**config.mk**
```make
export PLATFORM = sky130hd
export DESIGN_NAME = phlt_cell
export DESIGN_NICKNAME = d
export VERILOG_FILES = /design/src/hdl/phlt_pkg.sv /design/src/hdl/phlt_cell.sv
export SDC_FILE = /design/constraint.sdc
export NUM_CORES = 1
export LEC_CHECK = 0
export BUFFER_PORTS_ARGS = -buffer_cell sky130_fd_sc_hd__clkbuf_2
export CAP_MARGIN = 10
export CORE_AREA = 2 2 112 114
export DETAILED_ROUTE_END_ITERATION = 8
export DIE_AREA = 0 0 114 116
export PLACE_DENSITY_LB_ADDON = 0.15
export SKIP_CTS_REPAIR_TIMING = 1
export SLEW_MARGIN = 0
export SYNTH_ARGS = -nofsm -noshare
export SYNTH_HDL_FRONTEND = slang
export SYNTH_SLANG_ARGS = --single-unit
```
**constraint.sdc**
```tcl
create_clock -name clk_i -period 3.3 [get_ports clk_i]
set_input_delay 0 -clock clk_i [delete_from_list [all_inputs] [get_ports clk_i]]
set_output_delay 0 -clock clk_i [all_outputs]
set_load 0.01 [all_outputs]
```
**src/hdl/phlt_pkg.sv**
```systemverilog
`default_nettype none
// ----------------------------------------------------------------------------
// phlt_pkg
// Shared types, widths and codes for the page history LRU table.
// ----------------------------------------------------------------------------
package phlt_pkg;

  localparam int ENTRIES    = 256;
  localparam int PAGE_BYTES = 4096;

  localparam int ADDR_W     = 64;
  localparam int PAGE_SHIFT = $clog2(PAGE_BYTES);
  localparam int PAGE_W     = ADDR_W - PAGE_SHIFT;
  localparam int CORE_W     = 12;
  localparam int OUT_PAGE_W = 52;
  localparam int IDX_W      = $clog2(ENTRIES);
  localparam int CNT_W      = $clog2(ENTRIES + 1);
  localparam int CFG_W      = 9;
  localparam int CAPX_W     = (CFG_W > CNT_W) ? CFG_W : CNT_W;
  localparam int TALLY_W    = 32;
  localparam int RATIO_W    = TALLY_W + 4;
  localparam int REG_IDX_W  = 2;

  localparam int S_TDATA_W  = ((ADDR_W + CORE_W + 7) / 8) * 8;
  localparam int M_TDATA_W  = ((2 + OUT_PAGE_W + CORE_W + 7) / 8) * 8;

  localparam logic [CFG_W-1:0]   START_CAP_RESET = CFG_W'(64);
  localparam logic [CFG_W-1:0]   MIN_CAP_RESET   = CFG_W'(16);
  localparam logic [CFG_W-1:0]   MAX_CAP_RESET   = CFG_W'(256);
  localparam logic [TALLY_W:0]   LOOKUP_FLOOR    = (TALLY_W + 1)'(1000);

  localparam logic [REG_IDX_W-1:0] REG_START_CAP = REG_IDX_W'(0);
  localparam logic [REG_IDX_W-1:0] REG_MIN_CAP   = REG_IDX_W'(1);
  localparam logic [REG_IDX_W-1:0] REG_MAX_CAP   = REG_IDX_W'(2);

  typedef enum logic {
    FUNC_LOOKUP = 1'b0,
    FUNC_ADD    = 1'b1
  } func_e;

  typedef enum logic {
    ST_IDLE,
    ST_EXEC
  } state_e;

  typedef struct packed {
    logic [PAGE_W-1:0] page;
    logic [CORE_W-1:0] core;
  } key_t;

  typedef struct packed {
    logic             shift_all;
    logic             shift_hit;
    logic [IDX_W-1:0] pos;
  } cell_ctrl_t;

  typedef struct packed {
    logic add;
    logic hit;
  } exec_t;

  typedef struct packed {
    logic ready;
    logic exec_go;
    logic evict;
  } ctl_t;

endpackage
`default_nettype wire

```
**src/hdl/phlt_cell.sv**
```systemverilog
`default_nettype none
// ----------------------------------------------------------------------------
// phlt_cell
// One recency position: holds a key, compares it with the broadcast key and
// takes its neighbor's key when the row shifts.
// ----------------------------------------------------------------------------
module phlt_cell (
  input  wire logic                       clk_i,
  input  wire logic                       rst_ni,
  input  wire logic [phlt_pkg::IDX_W-1:0] idx_i,
  input  wire logic [phlt_pkg::CNT_W-1:0] count_i,
  input  wire logic                       cmp_en_i,
  input  wire phlt_pkg::key_t             cmp_key_i,
  input  wire phlt_pkg::cell_ctrl_t       ctrl_i,
  input  wire phlt_pkg::key_t             prev_key_i,
  output phlt_pkg::key_t                  key_o,
  output logic                            match_o,
  output phlt_pkg::key_t                  tail_key_o
);
  import phlt_pkg::*;

  key_t key_q, key_d;
  logic match_q, match_d;
  logic live, tail, shift_en;

  assign live     = CNT_W'(idx_i) < count_i;
  assign tail     = (CNT_W'(idx_i) + CNT_W'(1)) == count_i;
  assign shift_en = ctrl_i.shift_all | (ctrl_i.shift_hit & (idx_i <= ctrl_i.pos));

  always_comb begin
    key_d   = shift_en ? prev_key_i : key_q;
    match_d = cmp_en_i ? (live & (key_q == cmp_key_i)) : match_q;
  end

  always_ff @(posedge clk_i) begin
    key_q <= key_d;
  end

  always_ff @(posedge clk_i or negedge rst_ni) begin
    if (!rst_ni) begin
      match_q <= 1'b0;
    end else begin
      match_q <= match_d;
    end
  end

  assign key_o      = key_q;
  assign match_o    = match_q;
  assign tail_key_o = tail ? key_q : '0;

endmodule
`default_nettype wire

```
* Yosys cells after proc, flatten, opt, wreduce, memory -nomap -nowiden
Index checks and enable logic that the tools add are counted.
** Operators by class
- Add/sub/neg operators :: 1
- Magnitude comparators :: 2
- Equality and inequality tests :: 2
- Muxes and demuxes :: 1
- Bitwise logic cells :: 3
** Operator list (count)
- $eq 64x64->1 :: 1
- $mux 64 :: 1
- $add 8x1->9 const B :: 1
- $eq 9x9->1 :: 1
- $lt 8x9->1 :: 1
- $le 8x8->1 :: 1
- $and 1x1->1 :: 2
- $or 1x1->1 :: 1
** Storage, ports and cells
- Register bits after elaboration :: 65
- Logic and storage cells :: 12

* Longest topological paths before layout
- Depth in word-level cells :: 3
- Depth in mapped cells :: 7
- Mapped depth without buffers :: 7

* Least setup slack after synthesis
OpenSTA, ideal clock, no wires.
- Kind :: in2reg
- Start point :: input ctrl_i[5] in the netlist's numbering
- End point :: register key_q, in the netlist key_o[0], enable pin
- Setup time :: 0.421 ns
- Data arrival time :: 2.234 ns
- Data required time :: 2.879 ns
- Slack :: 0.645 ns
- Stages :: 7
- Buffers on the path :: 0
- Cells stage by stage :: inv_1 > ha_1 > a21o_1 > a21o_1 > a21oi_1 > a32o_1 > a21o_1
** Between the ends
- Word-level cells in the longest chain between the ends :: 3
** RTL lines
- from (decl) :: RTL line phlt_cell.sv:14 : input wire phlt_pkg::cell_ctrl_t ctrl_i,
- $le 8x8->1 :: RTL line phlt_cell.sv:28 : assign shift_en = ctrl_i.shift_all | (ctrl_i.shift_hit & (idx_i <= ctrl_i.pos));
- $and 1x1->1 :: RTL line phlt_cell.sv:28
- $or 1x1->1 :: RTL line phlt_cell.sv:28
- named net shift_en :: RTL line phlt_cell.sv:24 : logic live, tail, shift_en;
- to (signal assigned) :: RTL line phlt_cell.sv:36 : key_q <= key_d;
- to (decl) :: RTL line phlt_cell.sv:22 : key_t key_q, key_d;
The timed path passes the listed nets, and every way through them passes these cells.
A chain may end at the register's enable or synchronous reset.

==> impl_metrics.yaml <==
routing:
  first_pass_iters: 4
  vias_per_cell: 4.578
  post-route-drc-count: 0
  via_count: 4070
  drtAntennaViolNets: 0
  wire_per_inst_um: 15.70
  drt-total-wl_um: 13960
  drtIter0Drc: 150
synth:
  synth.net_count: 556
  netlist_instances: 381
  synth-main-ff-cell: "edfxtp_1"
  ys_top_cells_by_area: "edfxtp_1 45%, nor3_2 13%, xnor2_1 9.2%"
  yosysTopAreaCellShare: 0.4487
  synthDistinctLibCells: 35
  async_flop_share: 0.01538
  ys_seq_elements: 65
  synth_seq_area_share: 0.4546
  syn_avg_cell_area_um2: 11.24
  synth_top_cell_by_area: "edfxtp_1"
  synth_edf_count: 64
  synth_warnings: 0
  netlist_area_mm2: 0.004283
global_route:
  grt_pass1_vias: 3787
  grt.met2_usage: 0.3484
  grt_pass1_wl_um: 19890
  top_usage_layer: "met2"
  grt_overflow_total: 0
  grtUsageMet1: 0.2413
  grt_use_met3: 0.04707
  antenna_found_initial: 0
  track_usage: 0.2007
  grt_max_degree: 65
sta:
  fin_tns_setup_ns: 0
  slew_headroom: 0.6010
  fmax_ghz: 0.4604
  rsz0062_at_grt: "no"
  slew_violations: 0
  finalCritPeriodShare: 0.6582
  finalClockSkew_ns: 0.006597
  finalHoldViolations: 0
  period_minus_slack_ns: 2.172
  tightest_slew_ns: 0.5930
  setup_viol: 0
worst_setup_path:
  reg2reg_slack_ns: 1.25
  r2r_cells: 5
  critPathKind: "primary input to output port"
  worstReg2RegStart: "key_o[54]"
  cp_max_fo: 38
  r2r-end: "match_o"
  cp-end-kind: "output port"
  critPathArrivalTime_ns: 2.17
  critPathLaunchType: "primary input"
  cp_data_required_time_ns: 3.30
finish:
  finalNetCount: 912
  final_util: 0.5732
  final_layout_size_suffix_gt1_frac: 0.4987
  area_growth_pct: 59.42
  antenna_cells: 0
placement:
  routabilityCongestion: 0.8521
  port_buffers: 286
  dp_hpwl_um: 11050
power:
  netSwitchingFraction: 0.2883
  p_seq_frac: 0.419
  p_int_mw: 1.917
  power_density_mw_per_mm2: 394.4
  p_leak_nw: 3.252
  irDropWorstVdd_uv: 253.9
  power.switching_uw: 776.3
  p_clk_frac: 0.344
  pwr-share-comb: 0.236
floorplanning:
  start_util: 0.3596
  coreArea_mm2: 0.01191
  io_pins: 287
  core.rowCount: 40
  floorplan.die.width_um: 114
  die_y_um: 116
  die_area_mm2: 0.01322
clocking:
  tritoncts: "built"
  cts_num_sinks: 65
  htreeDepth: 3
  clk_latency_ns: 0.33
  cts_inserted_buffers: 9
  clkTransAtPathRegs_ns: 0.05
  root_buffer: "clkbuf_16"
  cts_buffer_depth: 2
flow_run:
  drv_cap: 0
run_status:
  status: "finished, final reports clean"
worst_hold_path:
  hold_end: "match_o"
  hold_path_class: "primary input to register"
  holdPathStages: 5
  min_from: "cmp_key_i[52]"
## logic make-up after synthesis
kind of cell | share of synthesized area
xor+xnor | 0.1513
compound gates | 0.03740
simple gates | 0.2115
buf+inv | 0.09553
fa+ha+maj | 0.04966
flops | 0.4546
## layout make-up
| type | count | area (um2) |
|---|---|---|
| well taps | 147 | 183.9 |
| fillers | 1065 | 5084 |
| clock buffers | 11 | 232.7 |
| flip-flops and latches | 65 | 1947 |
| multi-input cells | 221 | 1941 |
| clock inverters | 5 | 55.05 |
| repair buffers | 357 | 2157 |
| inverters | 83 | 311.5 |
## power by group through the flow
stage / combinational [mW] / sequential (mW) / clock (mW)
2_1_floorplan: 0.267 / 1.17 / 0
3_3_place_gp: 0.565 / 1.14 / 0
3_5_place_dp: 0.573 / 1.15 / 0
4_1_cts: 0.577 / 1.13 / 0.954
5_1_grt: 0.700 / 1.14 / 0.998
6_report: 0.636 / 1.13 / 0.928
## how the worst max path moves through the flow
stage / start / end / slack, ns / cells after the start
final: idx_i[0] / tail_key_o[2] / 1.13 / 8
after global routing: key_o[54] / match_o / 0.91 / 5
after CTS: idx_i[1] / tail_key_o[2] / 1.11 / 8
after detailed placement: idx_i[0] / tail_key_o[2] / 1.12 / 8
after global placement: idx_i[1] / tail_key_o[0] / 1.17 / 8
after floorplan: ctrl_i[5] / key_o[0] / 0.64 / 7
## critical path, stage by stage
cell and delay [ns]:
clkbuf_2 0.11, ha_1 0.30, xor2_1 0.16, nor3_1 0.31, nand3_4 0.49, buf_12 0.39
nor3_1 0.20, clkbuf_2 0.16
## registers in the layout, summed over array words and instances (netlist names)
| name | count |
|---|---|
| key_o | 64 |
| match_o | 1 |
## synth_stat cells (4+ instances only)
cell type / n
nand2_1: 6
buf_6: 6
nor4_1: 9
inv_1: 83
edfxtp_1: 64
xnor2_1: 45
nand3_1: 4
nand4_1: 13
xor2_1: 29
ha_1: 17
o21ai_0: 5
buf_2: 6
nor3_2: 57
nor3_1: 7
a21oi_1: 4
## cell usage in the layout (no fill, tap or decap), types with 4 or more instances in the layout
cell type,instances
o21ai_0,5
nor4_1,9
nand4_1,13
inv_1,83
xnor2_1,45
clkbuf_16,9
edfxtp_1,64
nor3_1,7
ha_1,17
a21oi_1,4
clkbuf_2,286
xor2_1,29
nor3_2,57
dlygate4sd3_1,67
nand2_1,6
## stage by stage
stage	hold WS, ns	setup slack [ns]	total power, mW	std cells	instance area (um2)
after global routing	0.2221	0.9052	2.840	889	6828
after global placement	-0.2248	1.168	1.708	806	5869
after floorplan	-0.2956	0.6448	1.434	381	4283
final	0.1722	1.128	2.693	889	6828
after CTS	-0.5667	1.113	2.660	822	6157
after detailed placement	-0.2195	1.121	1.720	806	5869
## per-layer routing
layer  share of wire  wire length, um
met5               0                0
met4           0.019              264
met3           0.062              863
met2            0.53             7348
met1            0.39             5483
(Power assumes the default switching activity.)
