$ cat src/hdl/phlt_pkg.sv
`default_nettype none
// ----------------------------------------------------------------------------
// phlt_pkg
// Shared types, widths and codes for the page history LRU table.
// ----------------------------------------------------------------------------
package phlt_pkg;

  localparam int ENTRIES    = 256;
  localparam int PAGE_BYTES = 4096;

  localparam int ADDR_W     = 64;
  localparam int PAGE_SHIFT = $clog2(PAGE_BYTES);
  localparam int PAGE_W     = ADDR_W - PAGE_SHIFT;
  localparam int CORE_W     = 12;
  localparam int OUT_PAGE_W = 52;
  localparam int IDX_W      = $clog2(ENTRIES);
  localparam int CNT_W      = $clog2(ENTRIES + 1);
  localparam int CFG_W      = 9;
  localparam int CAPX_W     = (CFG_W > CNT_W) ? CFG_W : CNT_W;
  localparam int TALLY_W    = 32;
  localparam int RATIO_W    = TALLY_W + 4;
  localparam int REG_IDX_W  = 2;

  localparam int S_TDATA_W  = ((ADDR_W + CORE_W + 7) / 8) * 8;
  localparam int M_TDATA_W  = ((2 + OUT_PAGE_W + CORE_W + 7) / 8) * 8;

  localparam logic [CFG_W-1:0]   START_CAP_RESET = CFG_W'(64);
  localparam logic [CFG_W-1:0]   MIN_CAP_RESET   = CFG_W'(16);
  localparam logic [CFG_W-1:0]   MAX_CAP_RESET   = CFG_W'(256);
  localparam logic [TALLY_W:0]   LOOKUP_FLOOR    = (TALLY_W + 1)'(1000);

  localparam logic [REG_IDX_W-1:0] REG_START_CAP = REG_IDX_W'(0);
  localparam logic [REG_IDX_W-1:0] REG_MIN_CAP   = REG_IDX_W'(1);
  localparam logic [REG_IDX_W-1:0] REG_MAX_CAP   = REG_IDX_W'(2);

  typedef enum logic {
    FUNC_LOOKUP = 1'b0,
    FUNC_ADD    = 1'b1
  } func_e;

  typedef enum logic {
    ST_IDLE,
    ST_EXEC
  } state_e;

  typedef struct packed {
    logic [PAGE_W-1:0] page;
    logic [CORE_W-1:0] core;
  } key_t;

  typedef struct packed {
    logic             shift_all;
    logic             shift_hit;
    logic [IDX_W-1:0] pos;
  } cell_ctrl_t;

  typedef struct packed {
    logic add;
    logic hit;
  } exec_t;

  typedef struct packed {
    logic ready;
    logic exec_go;
    logic evict;
  } ctl_t;

endpackage
`default_nettype wire

$ cat src/hdl/phlt_ctrl.sv
`default_nettype none
// ----------------------------------------------------------------------------
// phlt_ctrl
// Request sequencer, entry count, capacity adaptation, hit/miss tallies and
// configuration registers.
// ----------------------------------------------------------------------------
module phlt_ctrl (
  input  wire logic                           clk_i,
  input  wire logic                           rst_ni,
  input  wire logic                           in_valid_i,
  input  wire logic                           out_free_i,
  input  wire phlt_pkg::exec_t                exec_i,
  input  wire logic                           cfg_we_i,
  input  wire logic [phlt_pkg::REG_IDX_W-1:0] cfg_idx_i,
  input  wire logic [phlt_pkg::CFG_W-1:0]     cfg_data_i,
  output phlt_pkg::ctl_t                      ctl_o,
  output logic [phlt_pkg::CNT_W-1:0]          count_o
);
  import phlt_pkg::*;

  state_e state_q, state_d;

  logic [CNT_W-1:0]   count_q, count_d;
  logic [CFG_W-1:0]   cap_q, cap_d;
  logic [CFG_W-1:0]   min_q, min_d;
  logic [CFG_W-1:0]   max_q, max_d;
  logic [TALLY_W-1:0] hits_q, hits_d;
  logic [TALLY_W-1:0] miss_q, miss_d;
  logic               over_q, over_d;
  logic               lo_q, lo_d;
  logic               hi_q, hi_d;

  logic [TALLY_W:0]   total;
  logic [RATIO_W-1:0] h10, t3, t7;
  logic [CAPX_W-1:0]  eff_cap, cap_x, count_x, count_new_x;
  logic [CFG_W:0]     cap_dbl;
  logic [CFG_W-1:0]   cap_half;
  logic               accept, insert, evict;

  // next state
  always_comb begin
    state_d = state_q;
    unique case (state_q)
      ST_IDLE: if (in_valid_i) state_d = ST_EXEC;
      ST_EXEC: if (out_free_i) state_d = ST_IDLE;
      default: state_d = ST_IDLE;
    endcase
  end

  // outputs
  always_comb begin
    ctl_o = '0;
    unique case (state_q)
      ST_IDLE: ctl_o.ready = 1'b1;
      ST_EXEC: ctl_o.exec_go = out_free_i;
      default: ctl_o = '0;
    endcase
    ctl_o.evict = evict;
  end

  assign accept  = ctl_o.ready & in_valid_i;
  assign insert  = exec_i.add & ~exec_i.hit;

  // tally ratios, settled while the tallies hold
  assign total = (TALLY_W + 1)'(hits_q) + (TALLY_W + 1)'(miss_q);
  assign h10   = (RATIO_W'(hits_q) << 3) + (RATIO_W'(hits_q) << 1);
  assign t3    = (RATIO_W'(total) << 1) + RATIO_W'(total);
  assign t7    = (RATIO_W'(total) << 3) - RATIO_W'(total);

  assign cap_x   = CAPX_W'(cap_q);
  assign count_x = CAPX_W'(count_q);
  always_comb begin
    eff_cap = cap_x;
    if (cap_x < CAPX_W'(1)) eff_cap = CAPX_W'(1);
    if (cap_x > CAPX_W'(ENTRIES)) eff_cap = CAPX_W'(ENTRIES);
  end
  assign evict       = insert & (count_x >= eff_cap);
  assign count_new_x = count_x - CAPX_W'(evict) + CAPX_W'(1);
  assign cap_dbl     = {cap_q, 1'b0};
  assign cap_half    = cap_q >> 1;

  always_comb begin
    count_d = count_q;
    cap_d   = cap_q;
    min_d   = min_q;
    max_d   = max_q;
    hits_d  = hits_q;
    miss_d  = miss_q;
    over_d  = over_q;
    lo_d    = lo_q;
    hi_d    = hi_q;

    if (accept) begin
      over_d = total > LOOKUP_FLOOR;
      lo_d   = h10 < t3;
      hi_d   = h10 > t7;
    end

    if (ctl_o.exec_go) begin
      if (!exec_i.add) begin
        if (exec_i.hit) begin
          if (hits_q != '1) hits_d = hits_q + TALLY_W'(1);
        end else begin
          if (miss_q != '1) miss_d = miss_q + TALLY_W'(1);
        end
      end else if (insert) begin
        count_d = CNT_W'(count_new_x);
        if (over_q) begin
          if (lo_q && (cap_q < max_q)) begin
            cap_d = (cap_dbl > {1'b0, max_q}) ? max_q : cap_dbl[CFG_W-1:0];
          end else if (hi_q && (cap_q > min_q) &&
                       (count_new_x < CAPX_W'(cap_half))) begin
            cap_d = (cap_half < min_q) ? min_q : cap_half;
          end
          hits_d = '0;
          miss_d = '0;
        end
      end
    end

    if (cfg_we_i) begin
      case (cfg_idx_i)
        REG_START_CAP: cap_d = cfg_data_i;
        REG_MIN_CAP:   min_d = cfg_data_i;
        REG_MAX_CAP:   max_d = cfg_data_i;
        default:       ;
      endcase
    end
  end

  always_ff @(posedge clk_i or negedge rst_ni) begin
    if (!rst_ni) begin
      state_q <= ST_IDLE;
      count_q <= '0;
      cap_q   <= START_CAP_RESET;
      min_q   <= MIN_CAP_RESET;
      max_q   <= MAX_CAP_RESET;
      hits_q  <= '0;
      miss_q  <= '0;
      over_q  <= 1'b0;
      lo_q    <= 1'b0;
      hi_q    <= 1'b0;
    end else begin
      state_q <= state_d;
      count_q <= count_d;
      cap_q   <= cap_d;
      min_q   <= min_d;
      max_q   <= max_d;
      hits_q  <= hits_d;
      miss_q  <= miss_d;
      over_q  <= over_d;
      lo_q    <= lo_d;
      hi_q    <= hi_d;
    end
  end

  assign count_o = count_q;

endmodule
`default_nettype wire

$ cat config.mk
export PLATFORM = sky130hd
export DESIGN_NAME = phlt_ctrl
export DESIGN_NICKNAME = d
export VERILOG_FILES = /design/src/hdl/phlt_pkg.sv /design/src/hdl/phlt_ctrl.sv
export SDC_FILE = /design/constraint.sdc
export NUM_CORES = 1
export LEC_CHECK = 0
export ABC_AREA = 1
export BUFFER_PORTS_ARGS = -buffer_cell sky130_fd_sc_hd__buf_4
export CAP_MARGIN = 10
export CORE_UTILIZATION = 35
export CTS_CLUSTER_DIAMETER = 150
export DETAILED_ROUTE_END_ITERATION = 10
export PLACE_DENSITY = 0.6
export SYNTH_ARGS = -nofsm -noshare
export SYNTH_HDL_FRONTEND = slang
export SYNTH_SLANG_ARGS = --single-unit
$ cat constraint.sdc
create_clock -name clk_i -period 13.3 [get_ports clk_i]
set_input_delay 0.665 -clock clk_i [delete_from_list [all_inputs] [get_ports clk_i]]
set_output_delay 0.665 -clock clk_i [all_outputs]
set_load 0.005 [all_outputs]
# Yosys cells after proc, flatten, opt, wreduce, memory -nomap -nowiden
# Index checks and enable logic that the tools add are counted.
dict set report totals {
  regBits 104
  latchBits 0
  mem_bits_rw 0
  romBits 0
  inputBits 18
  out_inout_bits 12
  word_cells 78
  n_memories 0
}
dict set report op_classes {
  n_addsub 8
  multipliers 0
  div 0
  order_cmp 11
  n_eq_ne 7
  n_shift 0
  n_mux 25
  n_bitwise 5
  n_reduce_logical 12
}
# op count
set op_table {}
lappend op_table {{2-to-1 mux 32 bit} 8}
lappend op_table {{2-to-1 mux 9 bit} 12}
lappend op_table {{adder 32 x 1 -> 32 bit, second input constant} 2}
lappend op_table {{!= test 32 bit, second input constant} 2}
lappend op_table {{adder 35 x 33 -> 36 bit} 1}
lappend op_table {{greater-than comparator 36 bit} 1}
lappend op_table {{less-than comparator 36 x 35 -> 1 bit} 1}
lappend op_table {{subtractor 36 x 33 -> 36 bit} 1}
lappend op_table {{adder 34 x 33 -> 35 bit} 1}
lappend op_table {{adder 32 x 32 -> 33 bit} 1}
lappend op_table {{greater-than comparator 33 x 10 -> 1 bit, second input constant} 1}
lappend op_table {{greater-than comparator 10 x 9 -> 1 bit} 1}
lappend op_table {{AND reduction 5 bit} 2}
lappend op_table {{adder 9 x 1 -> 9 bit, second input constant} 1}
lappend op_table {{>= comparator 9 bit} 1}
lappend op_table {{greater-than comparator 9 bit} 1}
lappend op_table {{greater-than comparator 9 bit, second input constant} 1}
lappend op_table {{less-than comparator 8 x 9 -> 1 bit} 1}
lappend op_table {{less-than comparator 9 x 1 -> 1 bit, second input constant} 1}
lappend op_table {{less-than comparator 9 x 8 -> 1 bit} 1}
lappend op_table {{less-than comparator 9 bit} 1}
lappend op_table {{subtractor 9 x 1 -> 9 bit} 1}
lappend op_table {{!= test 2 x 1 -> 1 bit, second input constant} 3}
lappend op_table {{nonzero test 2 bit} 3}
lappend op_table {{10 further kinds} 19}

# Logic depth before layout (Yosys ltp)
dict set report depth {
  depth_word 17
  ltp_mapped 37
  depth_no_buf 36
}

# Worst setup path before layout
# OpenSTA, ideal clock, no wires.
dict set report synth_timing {
  path_kind {reg2reg}
  startpoint {reg hits_q[0]}
  endpoint {reg hi_q}
  setup_ns 0.123
  arrival_ns 4.464
  required_ns 13.177
  path_slack_ns 8.713
  stages_incl_launch_ff 30
  path_buffers 0
  synth_period_minus_slack_ns 4.587
  cell_sequence {dfrtp_1 -> ha_1 -> fa_1 -> nand2_1 -> nand3_1 -> o21ai_1 -> o21ai_1 -> nand2_1 -> nand2_1 -> nand2_1 -> o21a_1 -> o21bai_1 -> xor2_1 -> inv_1 -> ha_1 -> a21o_1 -> a21oi_1 -> o221ai_1 -> a31oi_1 -> nand3_1 -> xor2_1 -> ha_1 -> a21oi_1 -> nor2_1 -> a211oi_1 -> o21ai_0 -> a21oi_1 -> nand2_1 -> o21ai_0 -> nand2_1}
}
dict set report synth_between {
  elab_chain_len 3
  word_cells_on_any_way 4
  cone_classes {add/sub: 3; order compare: 1}
}
# item line
set synth_rtl {}
lappend synth_rtl {{start, declared} phlt_ctrl.sv:27} ;# logic [TALLY_W-1:0] hits_q, hits_d;
lappend synth_rtl {{start signal, assigned} phlt_ctrl.sv:149} ;# hits_q <= hits_d;
lappend synth_rtl {{adder 32 x 32 -> 33 bit} phlt_ctrl.sv:65} ;# assign total = (TALLY_W + 1)'(hits_q) + (TALLY_W + 1)'(miss_q);
lappend synth_rtl {{subtractor 36 x 33 -> 36 bit} phlt_ctrl.sv:68} ;# assign t7 = (RATIO_W'(total) << 3) - RATIO_W'(total);
lappend synth_rtl {{greater-than comparator 36 bit *} phlt_ctrl.sv:96} ;# hi_d = h10 > t7;
lappend synth_rtl {{end signal, assigned} phlt_ctrl.sv:153} ;# hi_q <= hi_d;
lappend synth_rtl {{end, declared} phlt_ctrl.sv:31} ;# logic hi_q, hi_d;
# Every way passes the cells marked *; elsewhere a longest branch is shown, timed or not.
# A chain may end at the register's enable or synchronous reset.

# Worst setup path after layout
dict set report layout_timing {
  startpoint {reg hits_q[20]}
  endpoint {reg hi_q}
}
# Same word-level chain as after synthesis.

==> results.md <==
* Status: finished clean
* Post-route minimum period at ~7.1 ns
* P&R area growth vs syn at 6.696%
* Post-Syn Area at between 15000 and 20000 um2
* Cell Rows at 80
* Core region area at roughly 48000 um2
* Setup repair after global routing missed its margin: no
* Post-CTS resize count at 0
* Synth Area in XOR/XNOR at 0.08053
* Sum Neg Setup Slack at 0 ns
* Postcts setup bufs at 0
* GRT busiest layer: met2
* Synth Area in Adders at 0.2133
* Final setup viols at 0
* H-tree lvl count at 3
* Root Buffer: clkbuf_16
* ANT nets after route at 0
* Final hold slack at about 0.3 ns
* #FFs+latches synth at 104
* Max VDD drop at 0.1470 mV
* Grt ovf at 0
* Average routed wire per standard cell at a little under 20 um
* Met2 usage at 0.4405
* CP peak stage delay at 0.83 ns
* PD cells at between 200 and 250 nW/um2
* Syn nets at between 2k and 3k
* Final Slew Violations at 0
* Ys Warns at 0
* Clock Skew at 0.02113 ns
* Syn Area/Cell at between 6 and 7 um2
* Hold_buf cts at 0
* Initial antenna violation count at 0
* Post-DP HPWL at approximately 55000 um
* I/O pin count at 30
* Overall die area at approximately 50000 um2
* Crit path DAT at 7.35 ns
* Die Wd at 222.8 um
* CP max-delay cell: nor4_1
* Synth Area in Simple Gates at 0.2967
* Async S/R FF share, synth at 1.000
* Initial DRC count at approximately 1.4k
* Count of final hold-check violations at 0
* Global-route wire length before repair at 100200 um
* CTS Sinks at 104
* Syn Inst Count at about 2.6k
* Reg2reg setup slack at ~6.2 ns
* Met3 Resource Use GR at 0.02222
* Worst EP required at 13.56 ns
* Critical path capture point type: register
* Clock Latency Late Sink at around 0.38 ns
* WL final at about 64000 um
* Clock buffer count from CTS at 9
* Placer Congestion at approximately 1.0
* Largest family of logic cells by synthesized area: simple AND/OR/NAND/NOR gates
* Post-synthesis compound-gate area fraction at 0.1721
* Clock Pin Slew Worst Setup and Hold Paths at 0.08 ns
* Vias in the first global route at between 15k and 20k
* Max-cap violations at 0
* Post-synthesis mux area share at 0
* Routed vias/inst at 5.517
* Die H at between 200 and 250 um
* TritonCTS clock tree: yes
* Initial core utilization at 0.3558
* # diodes at 0
* LEAKAGE at approximately 9 nW
* DRC at 0
* Port Buffers at 29
* Most used cell along the critical path: nand2_1
* Largest net degree at the start of global routing at between 60 and 70
* Number of synthesized flops with an enable pin at 0
* Total Power at ~4.5 mW
* Final net count at 2953
* Fin crit share at 0.5331
* R2R cell count at 29
* Startpoint types: register
* Worst Path Max Fanout at 6
* Fraction of layout cells with a size suffix above 1 at 0.03697
* DR pass1 iterations at 6
* Slew @ Worst Pin at 1.023 ns
* Clock Path Buffers at 2
* RR Endpoint: hi_q
* Kind of critical path: reg2reg
* Achievable Freq at between 0.1 and 0.15 GHz
* Rel. slew slack at 0.3117
* Via count at roughly 18k
* RR Startpoint: hits_q[20]
* Ys flop type: dfrtp_1
* Seq/Total Area, Yosys at 0.1528
* GR Util met1 at 0.3434
* Hold Crit Class: in2async
* Netlist cell types at 52
* Commonest non-fill, non-tap cell in the layout: nand2_1
* Total GRT Usage at 0.2595
* Commonest cells after routing, fill and taps aside: nand2_1, inv_1, ha_1
## stage by stage
stage	cell area [um2]	setup WS, ns	std cells	util
after global routing	18200	5.787	3266	0.3796
after global placement	17920	6.232	3250	0.3737
after CTS	18200	6.286	3266	0.3796
after detailed placement	17920	6.287	3250	0.3737
after floorplan	17060	8.713	2633	-
final	18200	6.210	3266	0.3796
## area by class of cell
| cell class | instances | area (um2) |
|---|---|---|
| timing repair buffer | 33 | 247.7 |
| tap | 615 | 769.5 |
| fill | 5191 | 29740 |
| clock inverter | 5 | 41.29 |
| multi-input combinational | 2156 | 13010 |
| clock buffer | 11 | 242.7 |
| sequential | 104 | 2606 |
| inverter | 342 | 1284 |
## state kept, by name (all words and copies together), names as in the netlist
signal and count:
cap_q 9, count_o 9, hi_q 1, hits_q 32, lo_q 1, max_q 9
min_q 9, miss_q 32, over_q 1, state_q 1
## worst max-delay path: cells and delay by family (launching register included)
kind | cells | cell delay (ns)
XOR/XNOR | 1 | 0.26
adder cells (fa/ha/maj) | 3 | 1.17
flip-flops | 1 | 0.57
AO/OA/AOI/OAI | 7 | 1.56
buffers and inverters | 2 | 0.25
AND/OR/NAND/NOR | 16 | 3.17
## metal layers
metal  share of wire  vias up
met5               0        -
met4           0.036        0
met3           0.042       97
met2            0.46      504
met1            0.46     8491
li1                -     8928
## power breakdown
group | internal, mW | total, mW | switching [mW]
clock network | 0.134 | 0.272 | 0.138
logic | 1.28 | 3.69 | 2.41
registers | 0.388 | 0.538 | 0.150
## kinds of logic (layout without fill, tap and decap cells)
family                     after synthesis  count (layout)
DFF                                    104             104
adders and majority gates              289             289
AOI/OAI and AO/OA                      514             514
xor gates and xnor gates               156             156
and+or+nand+nor                       1197            1197
buffers and inverters                  373             391
## Yosys cell counts, types with 17 or more instances
| cell type | count | area (um2) |
|---|---|---|
| nor2_1 | 252 | 945.9 |
| nand4_1 | 66 | 412.9 |
| inv_2 | 27 | 101.4 |
| inv_1 | 314 | 1179 |
| a31oi_1 | 25 | 156.4 |
| xor2_1 | 89 | 779.5 |
| a21oi_1 | 223 | 1116 |
| dfrtp_1 | 101 | 2527 |
| nand3_1 | 144 | 720.7 |
| nand2_1 | 616 | 2312 |
| o21ai_0 | 113 | 565.5 |
| xnor2_1 | 66 | 578.1 |
| nor3_1 | 78 | 390.4 |
| o21a_1 | 17 | 127.6 |
| nor4_1 | 22 | 137.6 |
| ha_1 | 286 | 3578 |
| o21ai_1 | 42 | 210.2 |
## how the worst max path moves through the flow
stage / from / end / slack (ns)
floorplan: hits_q[0] / hi_q / 8.71
global placement: hits_q[20] / hi_q / 6.23
detailed placement: hits_q[20] / hi_q / 6.29
CTS: hits_q[20] / hi_q / 6.29
global route: hits_q[1] / hi_q / 5.79
finish: hits_q[20] / hi_q / 6.21
Note: power is estimated with default switching activity, not from simulation.
